==> config.mk <==
export PLATFORM = sky130hd
export DESIGN_NAME = fixed_block_pool_allocator
export DESIGN_NICKNAME = d
export VERILOG_FILES = /design/src/rtl/core/fbpa_pkg.sv /design/src/rtl/core/fbpa_front.sv /design/src/rtl/core/fbpa_queue.sv /design/src/rtl/core/fbpa_back.sv /design/src/rtl/core/fixed_block_pool_allocator.sv
export SDC_FILE = /design/constraint.sdc
export NUM_CORES = 2
export LEC_CHECK = 0
export BUFFER_PORTS_ARGS = -buffer_cell sky130_fd_sc_hd__buf_2
export CELL_PAD_IN_SITES_DETAIL_PLACEMENT = 0
export CELL_PAD_IN_SITES_GLOBAL_PLACEMENT = 1
export CORE_ASPECT_RATIO = 0.8
export CORE_UTILIZATION = 53
export CTS_BUF_LIST = sky130_fd_sc_hd__clkbuf_8
export CTS_CLUSTER_DIAMETER = 80
export DETAILED_ROUTE_END_ITERATION = 16
export PLACE_DENSITY_LB_ADDON = 0.1
export SLEW_MARGIN = 15
export SYNTH_ARGS = -nofsm -noshare
export SYNTH_HDL_FRONTEND = slang
export SYNTH_SLANG_ARGS = --single-unit
==> constraint.sdc <==
create_clock -name i_clk -period 20.3 [get_ports i_clk]
set_clock_uncertainty 0.05 [all_clocks]
set_input_delay 2.03 -clock i_clk [delete_from_list [all_inputs] [get_ports i_clk]]
set_output_delay 2.03 -clock i_clk [all_outputs]
set_load 0.1 [all_outputs]
==> src/rtl/core/fbpa_pkg.sv <==
`default_nettype none
package fbpa_pkg;

    localparam int POOL_DEPTH  = 256;
    localparam int IDX_W       = $clog2(POOL_DEPTH);
    localparam int CNT_W       = IDX_W + 1;
    localparam int QUEUE_DEPTH = 2;
    localparam int QPTR_W      = $clog2(QUEUE_DEPTH);
    localparam int QCNT_W      = QPTR_W + 1;

    typedef enum logic [2:0] {
        ST_ALLOCATED     = 3'd0,
        ST_EXHAUSTED     = 3'd1,
        ST_FREED         = 3'd2,
        ST_NOT_ALLOCATED = 3'd3,
        ST_OUT_OF_RANGE  = 3'd4
    } t_status;

    typedef enum logic [1:0] {
        K_ALLOC  = 2'd0,
        K_FREE   = 2'd1,
        K_REJECT = 2'd2
    } t_kind;

    typedef struct packed {
        t_kind             kind;
        logic [IDX_W-1:0]  idx;
    } t_req;

endpackage
`default_nettype wire

==> src/rtl/core/fbpa_front.sv <==
`default_nettype none
module fbpa_front
    import fbpa_pkg::*;
(
    input  wire logic             i_clk,
    input  wire logic             i_rst_n,
    input  wire logic             i_in_valid,
    output logic                  o_in_ready,
    input  wire logic             i_mode,
    input  wire logic [IDX_W-1:0] i_free_index,
    input  wire logic             i_cfg_valid,
    output logic                  o_cfg_ready,
    input  wire logic [CNT_W-1:0] i_cfg_data,
    input  wire logic             i_q_full,
    output logic                  o_q_push,
    output t_req                  o_q_item,
    output logic [CNT_W-1:0]      o_limit
);

    logic [CNT_W-1:0] r_num_entries;
    logic [CNT_W-1:0] n_num_entries;

    always_comb begin
        n_num_entries = r_num_entries;
        if (i_cfg_valid) begin
            n_num_entries = i_cfg_data;
        end
    end

    always_ff @(posedge i_clk) begin
        if (!i_rst_n) begin
            r_num_entries <= CNT_W'(POOL_DEPTH);
        end else begin
            r_num_entries <= n_num_entries;
        end
    end

    // saturate the configured count to the pool size
    assign o_limit = (r_num_entries > CNT_W'(POOL_DEPTH)) ? CNT_W'(POOL_DEPTH) : r_num_entries;

    assign o_cfg_ready = 1'b1;
    assign o_in_ready  = !i_q_full;
    assign o_q_push    = i_in_valid && !i_q_full;

    always_comb begin
        o_q_item.idx = i_free_index;
        if (!i_mode) begin
            o_q_item.kind = K_ALLOC;
        end else if ({1'b0, i_free_index} >= o_limit) begin
            o_q_item.kind = K_REJECT;
        end else begin
            o_q_item.kind = K_FREE;
        end
    end

endmodule
`default_nettype wire

==> src/rtl/core/fbpa_queue.sv <==
`default_nettype none
module fbpa_queue
    import fbpa_pkg::*;
(
    input  wire logic i_clk,
    input  wire logic i_rst_n,
    input  wire logic i_push,
    input  wire t_req i_item,
    output logic      o_full,
    output logic      o_valid,
    output t_req      o_item,
    input  wire logic i_pop
);

    t_req              r_mem [QUEUE_DEPTH];
    logic [QPTR_W-1:0] r_wptr;
    logic [QPTR_W-1:0] r_rptr;
    logic [QCNT_W-1:0] r_count;
    logic [QPTR_W-1:0] n_wptr;
    logic [QPTR_W-1:0] n_rptr;
    logic [QCNT_W-1:0] n_count;

    assign o_full  = (r_count == QCNT_W'(QUEUE_DEPTH));
    assign o_valid = (r_count != '0);
    assign o_item  = r_mem[r_rptr];

    always_comb begin
        n_wptr  = r_wptr;
        n_rptr  = r_rptr;
        n_count = r_count;
        if (i_push) begin
            n_wptr = (r_wptr == QPTR_W'(QUEUE_DEPTH - 1)) ? '0 : r_wptr + QPTR_W'(1);
        end
        if (i_pop) begin
            n_rptr = (r_rptr == QPTR_W'(QUEUE_DEPTH - 1)) ? '0 : r_rptr + QPTR_W'(1);
        end
        if (i_push && !i_pop) begin
            n_count = r_count + QCNT_W'(1);
        end else if (!i_push && i_pop) begin
            n_count = r_count - QCNT_W'(1);
        end
    end

    always_ff @(posedge i_clk) begin
        if (!i_rst_n) begin
            r_wptr  <= '0;
            r_rptr  <= '0;
            r_count <= '0;
        end else begin
            r_wptr  <= n_wptr;
            r_rptr  <= n_rptr;
            r_count <= n_count;
        end
    end

    always_ff @(posedge i_clk) begin
        if (i_push) begin
            r_mem[r_wptr] <= i_item;
        end
    end

endmodule
`default_nettype wire

==> src/rtl/core/fbpa_back.sv <==
`default_nettype none
module fbpa_back
    import fbpa_pkg::*;
(
    input  wire logic             i_clk,
    input  wire logic             i_rst_n,
    input  wire logic             i_q_valid,
    input  wire t_req             i_q_item,
    output logic                  o_q_pop,
    input  wire logic [CNT_W-1:0] i_limit,
    output logic                  o_out_valid,
    input  wire logic             i_out_ready,
    output logic                  o_granted,
    output logic [IDX_W-1:0]      o_block_index,
    output logic [CNT_W-1:0]      o_used_now,
    output logic [2:0]            o_status
);

    typedef enum logic [2:0] {
        S_IDLE  = 3'b001,
        S_ALLOC = 3'b010,
        S_FREE  = 3'b100
    } t_state;

    t_state            r_state;
    t_state            n_state;
    logic [CNT_W-1:0]  r_free_head;
    logic [CNT_W-1:0]  n_free_head;
    logic [CNT_W-1:0]  r_used;
    logic [CNT_W-1:0]  n_used;
    logic [POOL_DEPTH-1:0] r_alloc_bits;
    logic [POOL_DEPTH-1:0] n_alloc_bits;
    logic [POOL_DEPTH-1:0] r_link_vld;
    logic [POOL_DEPTH-1:0] n_link_vld;
    logic              r_out_valid;
    logic              n_out_valid;
    logic              r_granted;
    logic              n_granted;
    logic [IDX_W-1:0]  r_block_index;
    logic [IDX_W-1:0]  n_block_index;
    logic [CNT_W-1:0]  r_used_now;
    logic [CNT_W-1:0]  n_used_now;
    t_status           r_status;
    t_status           n_status;

    logic [CNT_W-1:0]  r_link_mem [POOL_DEPTH];
    logic [CNT_W-1:0]  r_rd_data;
    logic              r_rd_vld;
    logic [IDX_W-1:0]  r_rd_addr;
    logic              r_chk_bit;
    logic [IDX_W-1:0]  r_chk_idx;

    logic              out_free;
    logic              wr_en;
    logic [IDX_W-1:0]  wr_addr;
    logic [CNT_W-1:0]  wr_data;
    logic              rd_en;
    logic              chk_en;
    logic [CNT_W-1:0]  link_next;

    assign out_free  = !r_out_valid || i_out_ready;
    assign link_next = r_rd_vld ? r_rd_data : CNT_W'(r_rd_addr) + CNT_W'(1);

    always_comb begin
        n_state       = r_state;
        n_free_head   = r_free_head;
        n_used        = r_used;
        n_alloc_bits  = r_alloc_bits;
        n_link_vld    = r_link_vld;
        n_out_valid   = r_out_valid && !i_out_ready;
        n_granted     = r_granted;
        n_block_index = r_block_index;
        n_used_now    = r_used_now;
        n_status      = r_status;
        o_q_pop       = 1'b0;
        wr_en         = 1'b0;
        wr_addr       = r_chk_idx;
        wr_data       = r_free_head;
        rd_en         = 1'b0;
        chk_en        = 1'b0;
        case (r_state)
            S_IDLE: begin
                if (i_q_valid && out_free) begin
                    o_q_pop = 1'b1;
                    case (i_q_item.kind)
                        K_ALLOC: begin
                            if (r_used >= i_limit || r_free_head[IDX_W]) begin
                                n_out_valid   = 1'b1;
                                n_granted     = 1'b0;
                                n_block_index = '0;
                                n_used_now    = r_used;
                                n_status      = ST_EXHAUSTED;
                            end else begin
                                rd_en   = 1'b1;
                                n_state = S_ALLOC;
                            end
                        end
                        K_FREE: begin
                            chk_en  = 1'b1;
                            n_state = S_FREE;
                        end
                        default: begin
                            n_out_valid   = 1'b1;
                            n_granted     = 1'b0;
                            n_block_index = i_q_item.idx;
                            n_used_now    = r_used;
                            n_status      = ST_OUT_OF_RANGE;
                        end
                    endcase
                end
            end
            S_ALLOC: begin
                n_free_head             = link_next;
                n_alloc_bits[r_rd_addr] = 1'b1;
                n_used                  = r_used + CNT_W'(1);
                n_out_valid             = 1'b1;
                n_granted               = 1'b1;
                n_block_index           = r_rd_addr;
                n_used_now              = n_used;
                n_status                = ST_ALLOCATED;
                n_state                 = S_IDLE;
            end
            S_FREE: begin
                n_out_valid   = 1'b1;
                n_block_index = r_chk_idx;
                if (r_chk_bit) begin
                    wr_en                   = 1'b1;
                    n_link_vld[r_chk_idx]   = 1'b1;
                    n_alloc_bits[r_chk_idx] = 1'b0;
                    n_free_head             = CNT_W'(r_chk_idx);
                    n_used = (r_used != '0) ? r_used - CNT_W'(1) : r_used;
                    n_granted               = 1'b1;
                    n_used_now              = n_used;
                    n_status                = ST_FREED;
                end else begin
                    n_granted  = 1'b0;
                    n_used_now = r_used;
                    n_status   = ST_NOT_ALLOCATED;
                end
                n_state = S_IDLE;
            end
            default: begin
                n_state = S_IDLE;
            end
        endcase
    end

    always_ff @(posedge i_clk) begin
        if (!i_rst_n) begin
            r_state      <= S_IDLE;
            r_free_head  <= '0;
            r_used       <= '0;
            r_alloc_bits <= '0;
            r_link_vld   <= '0;
            r_out_valid  <= 1'b0;
        end else begin
            r_state      <= n_state;
            r_free_head  <= n_free_head;
            r_used       <= n_used;
            r_alloc_bits <= n_alloc_bits;
            r_link_vld   <= n_link_vld;
            r_out_valid  <= n_out_valid;
        end
    end

    always_ff @(posedge i_clk) begin
        r_granted     <= n_granted;
        r_block_index <= n_block_index;
        r_used_now    <= n_used_now;
        r_status      <= n_status;
    end

    always_ff @(posedge i_clk) begin
        if (wr_en) begin
            r_link_mem[wr_addr] <= wr_data;
        end
    end

    always_ff @(posedge i_clk) begin
        if (rd_en) begin
            r_rd_data <= r_link_mem[r_free_head[IDX_W-1:0]];
            r_rd_vld  <= r_link_vld[r_free_head[IDX_W-1:0]];
            r_rd_addr <= r_free_head[IDX_W-1:0];
        end
    end

    always_ff @(posedge i_clk) begin
        if (chk_en) begin
            r_chk_bit <= r_alloc_bits[i_q_item.idx];
            r_chk_idx <= i_q_item.idx;
        end
    end

    assign o_out_valid   = r_out_valid;
    assign o_granted     = r_granted;
    assign o_block_index = r_block_index;
    assign o_used_now    = r_used_now;
    assign o_status      = r_status;

endmodule
`default_nettype wire

==> src/rtl/core/fixed_block_pool_allocator.sv <==
// Fixed-size block pool allocator: hands out block indices from a LIFO free list kept in a
// link memory and takes them back, rejecting frees of blocks that are out of range or not
// currently allocated. Requests enter a two-deep queue and are served in order, one result
// per request. An allocate that finds the pool exhausted, or an out-of-range free, is
// answered straight from the idle state; a granted allocate first waits on the registered
// read of the link memory at the free-list head, and any other free on the registered
// read of the block's allocated bit.
// The configured block count takes effect for requests accepted after the write, and is to
// be written only while no request is outstanding.
`default_nettype none
module fixed_block_pool_allocator
    import fbpa_pkg::*;
(
    input  wire logic             i_clk,
    input  wire logic             i_rst_n,
    input  wire logic             i_in_valid,
    output logic                  o_in_ready,
    input  wire logic             i_mode,
    input  wire logic [IDX_W-1:0] i_free_index,
    output logic                  o_out_valid,
    input  wire logic             i_out_ready,
    output logic                  o_granted,
    output logic [IDX_W-1:0]      o_block_index,
    output logic [CNT_W-1:0]      o_used_now,
    output logic [2:0]            o_status,
    input  wire logic             i_cfg_valid,
    output logic                  o_cfg_ready,
    input  wire logic [CNT_W-1:0] i_cfg_data
);

    logic             q_full;
    logic             q_push;
    t_req             q_in_item;
    logic             q_valid;
    t_req             q_out_item;
    logic             q_pop;
    logic [CNT_W-1:0] limit;

    fbpa_front u_front (
        .i_clk        (i_clk),
        .i_rst_n      (i_rst_n),
        .i_in_valid   (i_in_valid),
        .o_in_ready   (o_in_ready),
        .i_mode       (i_mode),
        .i_free_index (i_free_index),
        .i_cfg_valid  (i_cfg_valid),
        .o_cfg_ready  (o_cfg_ready),
        .i_cfg_data   (i_cfg_data),
        .i_q_full     (q_full),
        .o_q_push     (q_push),
        .o_q_item     (q_in_item),
        .o_limit      (limit)
    );

    fbpa_queue u_queue (
        .i_clk   (i_clk),
        .i_rst_n (i_rst_n),
        .i_push  (q_push),
        .i_item  (q_in_item),
        .o_full  (q_full),
        .o_valid (q_valid),
        .o_item  (q_out_item),
        .i_pop   (q_pop)
    );

    fbpa_back u_back (
        .i_clk         (i_clk),
        .i_rst_n       (i_rst_n),
        .i_q_valid     (q_valid),
        .i_q_item      (q_out_item),
        .o_q_pop       (q_pop),
        .i_limit       (limit),
        .o_out_valid   (o_out_valid),
        .i_out_ready   (i_out_ready),
        .o_granted     (o_granted),
        .o_block_index (o_block_index),
        .o_used_now    (o_used_now),
        .o_status      (o_status)
    );

endmodule
`default_nettype wire
**Yosys cells after proc, flatten, opt, wreduce, memory -nomap -nowiden**

Memories as Yosys holds them, arrays and structs flattened. A register that Yosys moved wholly into a read port is not among the register bits.
Index checks and enable logic that the tools add are counted.

- Bitwise logic cells: 4
- Mux-type cells: 63
- Eq/ne operators: 10
- Order comparisons: 9
- $add $sub $neg: 7
- Reductions and logical operators: 27

Operators by type and width:

| operator | number |
|---|---|
| OR 256 bit | 2 |
| one-hot mux 256 bit (2 select lines) | 1 |
| AND 256 bit | 1 |
| 2-to-1 mux 256 bit | 1 |
| NOT 256 bit | 1 |
| 2-to-1 mux 9 bit | 7 |
| one-hot mux 9 bit (2 select lines) | 3 |
| less-than comparator 8 x 9 -> 1 bit, second input constant | 4 |
| 2-to-1 mux 1 bit | 28 |
| one-hot mux 9 bit (3 select lines) | 1 |
| one-hot mux 8 bit (3 select lines) | 1 |
| binary-select mux 1 bit (select 8 bit) | 2 |
| demux 1 bit (select 8 bit) | 2 |
| >= comparator 8 x 1 -> 1 bit, second input constant | 2 |
| 2-to-1 mux 8 bit | 2 |
| one-hot mux 8 bit (2 select lines) | 1 |
| one-hot mux 3 bit (2 select lines) | 2 |
| adder 8 x 1 -> 9 bit, second input constant | 1 |
| adder 9 x 1 -> 9 bit, second input constant | 1 |
| >= comparator 8 x 9 -> 1 bit | 1 |
| >= comparator 9 bit | 1 |
| greater-than comparator 9 bit, second input constant | 1 |
| 2-to-1 mux 3 bit | 3 |
| one-hot mux 3 bit (3 select lines) | 1 |
| 26 further kinds | 50 |

- Memories: 2
- Word-level logic and storage cells: 140
- RAM bits: 2324
- Output and inout port bits: 24
- Register bits after elaboration: 586

Memory list:

| name | words | bits a word | read ports | clocked after memory_dff | wr ports | line | text |
|---|---|---|---|---|---|---|---|
| u_back.r_link_mem | 256 | 9 | 1 | 1 | 1 | fbpa_back.sv:46 | `logic [CNT_W-1:0] r_link_mem [POOL_DEPTH];` |
| u_queue.r_mem | 2 | 10 | 1 | 1 | 1 | fbpa_queue.sv:15 | `t_req r_mem [QUEUE_DEPTH];` |

**Depth between registers and ports, before layout**

- Depth in word-level cells: 8
- Depth in mapped cells: 11

**Modules after synthesis**

From an unflattened synthesis, not the netlist that was laid out.

- Cell total of the unflattened synthesis: 6929
- Area total of the unflattened synthesis: 116093.8 sq um

By module, submodules not included:

| module | instances | cells an instance | area each (sq um) |
|---|---|---|---|
| fbpa_back | 1 | 6796 | 114467.3 |
| fbpa_queue | 1 | 53 | 939.7 |
| fbpa_front | 1 | 80 | 686.9 |

**Least setup slack after synthesis**

Ideal clock, no wire load.

- Path kind: register to register
- Start: reg u_back.r_free_head[0]
- End: reg u_back.r_rd_data[0] (read register of u_back.r_link_mem) (data pin)
- Data arrival time: 6096 ps
- Slack: 13869 ps
- Path buffers: 2
- Library setup time: 285 ps
- Cell stages (with the launch flop): 8
- Cell sequence: dfxtp_1 buf_2 buf_1 mux4_2 mux4_2 a22o_1 a221oi_1 o221ai_1

RTL lines:

| item | line | text |
|---|---|---|
| start: declaration | fbpa_back.sv:27 | `logic [CNT_W-1:0] r_free_head;` |
| start signal: assignment | fbpa_back.sv:158 | `r_free_head <= n_free_head;` |
| end: declaration | fbpa_back.sv:47 | `logic [CNT_W-1:0] r_rd_data;` |

==> results.md <==
* Starting Density at 0.534
* Ports at 47
* Num rows at 152
* Share of layout cells above drive strength 1 at 0.254
* Worst-case clock buffer depth at 4
* Met2 usage at 0.402
* Cell Pwr Density at 93.7 nW/um^2
* Worst slew margin at 0.133
* Yosys top cell by area: edfxtp_1
* Register area share after synthesis at 0.718
* Setup TNS at 0 ns
* Setup Buffers After CTS at 0
* Worst R2R Setup Slack at 13.82 ns
* Max VDD drop at 0.0641 mV
* Area grow syn2layout at 10.9%
* Highest Clock Rate at 0.154 GHz
* Top delay family on crit path: buffers and inverters
* Vias in the first global route at 60.2k
* Clk pwr share at 0.390
* GR Util met3 at 0.0492
* CTS hold repair buffers at 0
* Commonest non-fill, non-tap cell in the layout: edfxtp_1
* CP bufs+invs at 4
* Max-cap violations at 0
* Hold Path End: u_back.r_link_vld[102]$_SDFFE_PN0P_
* Total GRT Usage at 0.269
* Seq cells post-synth at 2920
* Total core area at 215000 sq um
* CTS H-tree lvls at 5
* Prevailing post-synth register cell: edfxtp_1
* DRT Wirelength at 290000 um
* GRT overflow at 0
* Crit-path slowest cell: dfxtp_4
* Comb pwr share at 0.061
* Endpoints failing hold at 0
* Final Cycle Share at 0.319
* Avg Inst Size Synth at 18.6 sq um
* Pin count of the biggest net entering global routing at 163
* Drt initial violations at 6640
* Post-Syn Area at 114000 sq um
* Dpl hpwl at 172000 um
* Critical path endpoint category: register
* Post-synthesis async set-or-reset flop share at 0
* Port bufs at 45
* RSZ-0062 raised after global routing: false
* Leakage at 0.0410 uW
* Nets at 6505
* Crit Path Max Fanout at 114
* DRT antenna net count at 0
* CTS tree: yes
* WP data arrival at 7.11 ns
* Initial antenna violation count at 9
* Vias at 60.9k
* Die Height at 418 um
* Hold_sp: u_back.r_link_vld[102]$_SDFFE_PN0P_
* YS warnings at 0
* Die W at 522 um
* Finish-stage setup viols at 0
* Clock Latency Late Sink at 1.01 ns
* Fillcell total at 15.9k
* Slowest Stage Delay on Critical Path at 0.96 ns
* Sequential power share at 0.548
* CP startpoint kind: register
* Clk root buf: clkbuf_8
* Die area at 218000 sq um
* Worst R2R Path Depth at 9
* Synth cell types at 59
* Critical Path RT at 20.93 ns
* Clock-pin transition on the worst setup and hold timing paths at 0.07 ns
* Avg WL per Cell at 30.0 um
* DP Area at 118000 sq um
* Clock buffer count from CTS at 444
* Met1 Use GR at 0.410
* Status: complete, no violations
* First-pass GRT wire length at 424000 um
* CP most frequent cell: buf_4
* Residual DRC at 0
* Post-synth EDFFs at 2372
* Most frequent cells in the layout: 2372 x edfxtp_1, 848 x mux4_2, 539 x dfxtp_1, 508 x clkbuf_8, 379 x nand2_1
* Worst Tran Pin Value at 1.30 ns
* Tmin final at 6.48 ns
* DRT Pass-1 Iters at 6
* GRT Max-Usage Layer: met1
* Internal at 9050 uW
* Fin area at 127000 sq um
* CP Cell Sequence: buf_12, buf_4, buf_4, buf_4, mux4_2, mux4_2, a22o_1, a221oi_1, o221ai_1
* Number of clock sinks at 2920
* Setup Crit Path Kind: reg2reg
* RR Endpoint: u_back.r_rd_data[3]$_DFFE_PP_
* Net Switching at 2840 uW
* Routed vias/inst at 6.29
* WHS Path Cells at 1
* RR Startpoint: u_back.r_free_head[0]$_SDFFE_PN0P_
* Top post-synthesis cells by area: edfxtp_1 62%, mux4_2 17%, dfxtp_1 9.6%
* Synthesized Nets at 6217
* Cell count after synthesis at 6170
* Sw frac at 0.239
* Post-CTS resize count at 0
* Share of Yosys cell area claimed by the top area cell type at 0.622
* Slew Viols, Final at 0
* Hold crit path type: reg2reg
* GPL Wtd Cong at 0.848
## power by group through the flow
stage          Combinational [uW]  Sequential [uW]  Clock [uW]
2_1_floorplan                 385             6740           0
3_3_place_gp                  722             6650           0
3_5_place_dp                  725             6650           0
4_1_cts                       727             6520        4730
5_1_grt                       765             6520        4980
6_report                      730             6520        4640
## final cells by class
class                   instances  area, sq um  area share
well taps                    2849         3560      0.0281
diodes                          3         7.51   0.0000592
flip-flops and latches       2920        82200       0.648
clock buffers                 508         6990      0.0551
repair buffers                253         1870      0.0147
clock inverters               313         1520      0.0120
inverters                      22         85.1    0.000670
multi-input cells            2817        30600       0.241
## stage by stage
step	hold WS (ns)	cells	power [uW]	worst slack, ns	util
2_1_floorplan	0.385	6170	7130	13.87	-
3_3_place_gp	0.391	8861	7370	13.78	0.552
3_5_place_dp	0.398	8861	7370	13.78	0.552
4_1_cts	0.412	9682	12000	13.74	0.592
5_1_grt	0.425	9683	12300	13.41	0.592
6_report	0.408	9685	11900	13.82	0.592
## how the worst max path moves through the flow
stage | from | end | slack (ns) | cells past startpoint
after floorplan | u_back.r_free_head[0]$_SDFFE_PN0P_ | u_back.r_rd_data[0]$_DFFE_PP_ | 13.87 | 7
after global placement | u_back.r_free_head[0]$_SDFFE_PN0P_ | u_back.r_rd_data[3]$_DFFE_PP_ | 13.78 | 9
after detailed placement | u_back.r_free_head[0]$_SDFFE_PN0P_ | u_back.r_rd_data[3]$_DFFE_PP_ | 13.78 | 9
after CTS | u_back.r_free_head[0]$_SDFFE_PN0P_ | u_back.r_rd_data[3]$_DFFE_PP_ | 13.74 | 9
after global routing | u_back.r_free_head[0]$_SDFFE_PN0P_ | u_back.r_rd_data[2]$_DFFE_PP_ | 13.41 | 9
final | u_back.r_free_head[0]$_SDFFE_PN0P_ | u_back.r_rd_data[3]$_DFFE_PP_ | 13.82 | 9
## worst reg2reg max path, delay by kind of cell (launching register included)
kind,cells,cell delay (ns)
AOI/OAI and AO/OA,3,1.16
buffers and inverters,4,2.83
DFF,1,0.96
muxes,2,1.15
## metal layers
metal  vias up  share of wire
met5         -              0
met4         0          0.024
met3       409          0.080
met2      2557           0.46
met1     32355           0.44
li1      25562              -
## registers in the layout (all words and copies together), names as in the netlist, 9 cells and up, named ones only
register and cells:
u_back.r_link_mem 2304, u_back.r_free_head 9, u_queue.r_mem 20, u_back.r_rd_data 9, u_back.r_alloc_bits 256, u_back.r_link_vld 256
u_back.r_used 9, u_front.r_num_entries 9, u_back.o_used_now 9
## cells by family after synthesis
logic type	count (synthesis)	synth area share
AO/OA/AOI/OAI	1003	0.0602
XOR/XNOR	16	0.00122
adder cells (fa/ha/maj)	24	0.00262
buffers and inverters	433	0.0158
flip-flops	2920	0.718
multiplexers	876	0.169
other	1	0.0000328
AND/OR/NAND/NOR	897	0.0328
## synthesized netlist by cell type (all sizes together), types with 22 or more instances
cell type / number
edfxtp: 2372
clkbuf: 295
buf: 116
nor2: 319
a21boi: 260
mux2i: 26
o21a: 263
o21ai: 282
nand3: 52
dfxtp: 548
a22oi: 69
ha: 24
mux4: 848
nand2: 387
a221oi: 33
nor2b: 26
a22o: 22
nor3: 32
Note: power is estimated with default switching activity, not from simulation.
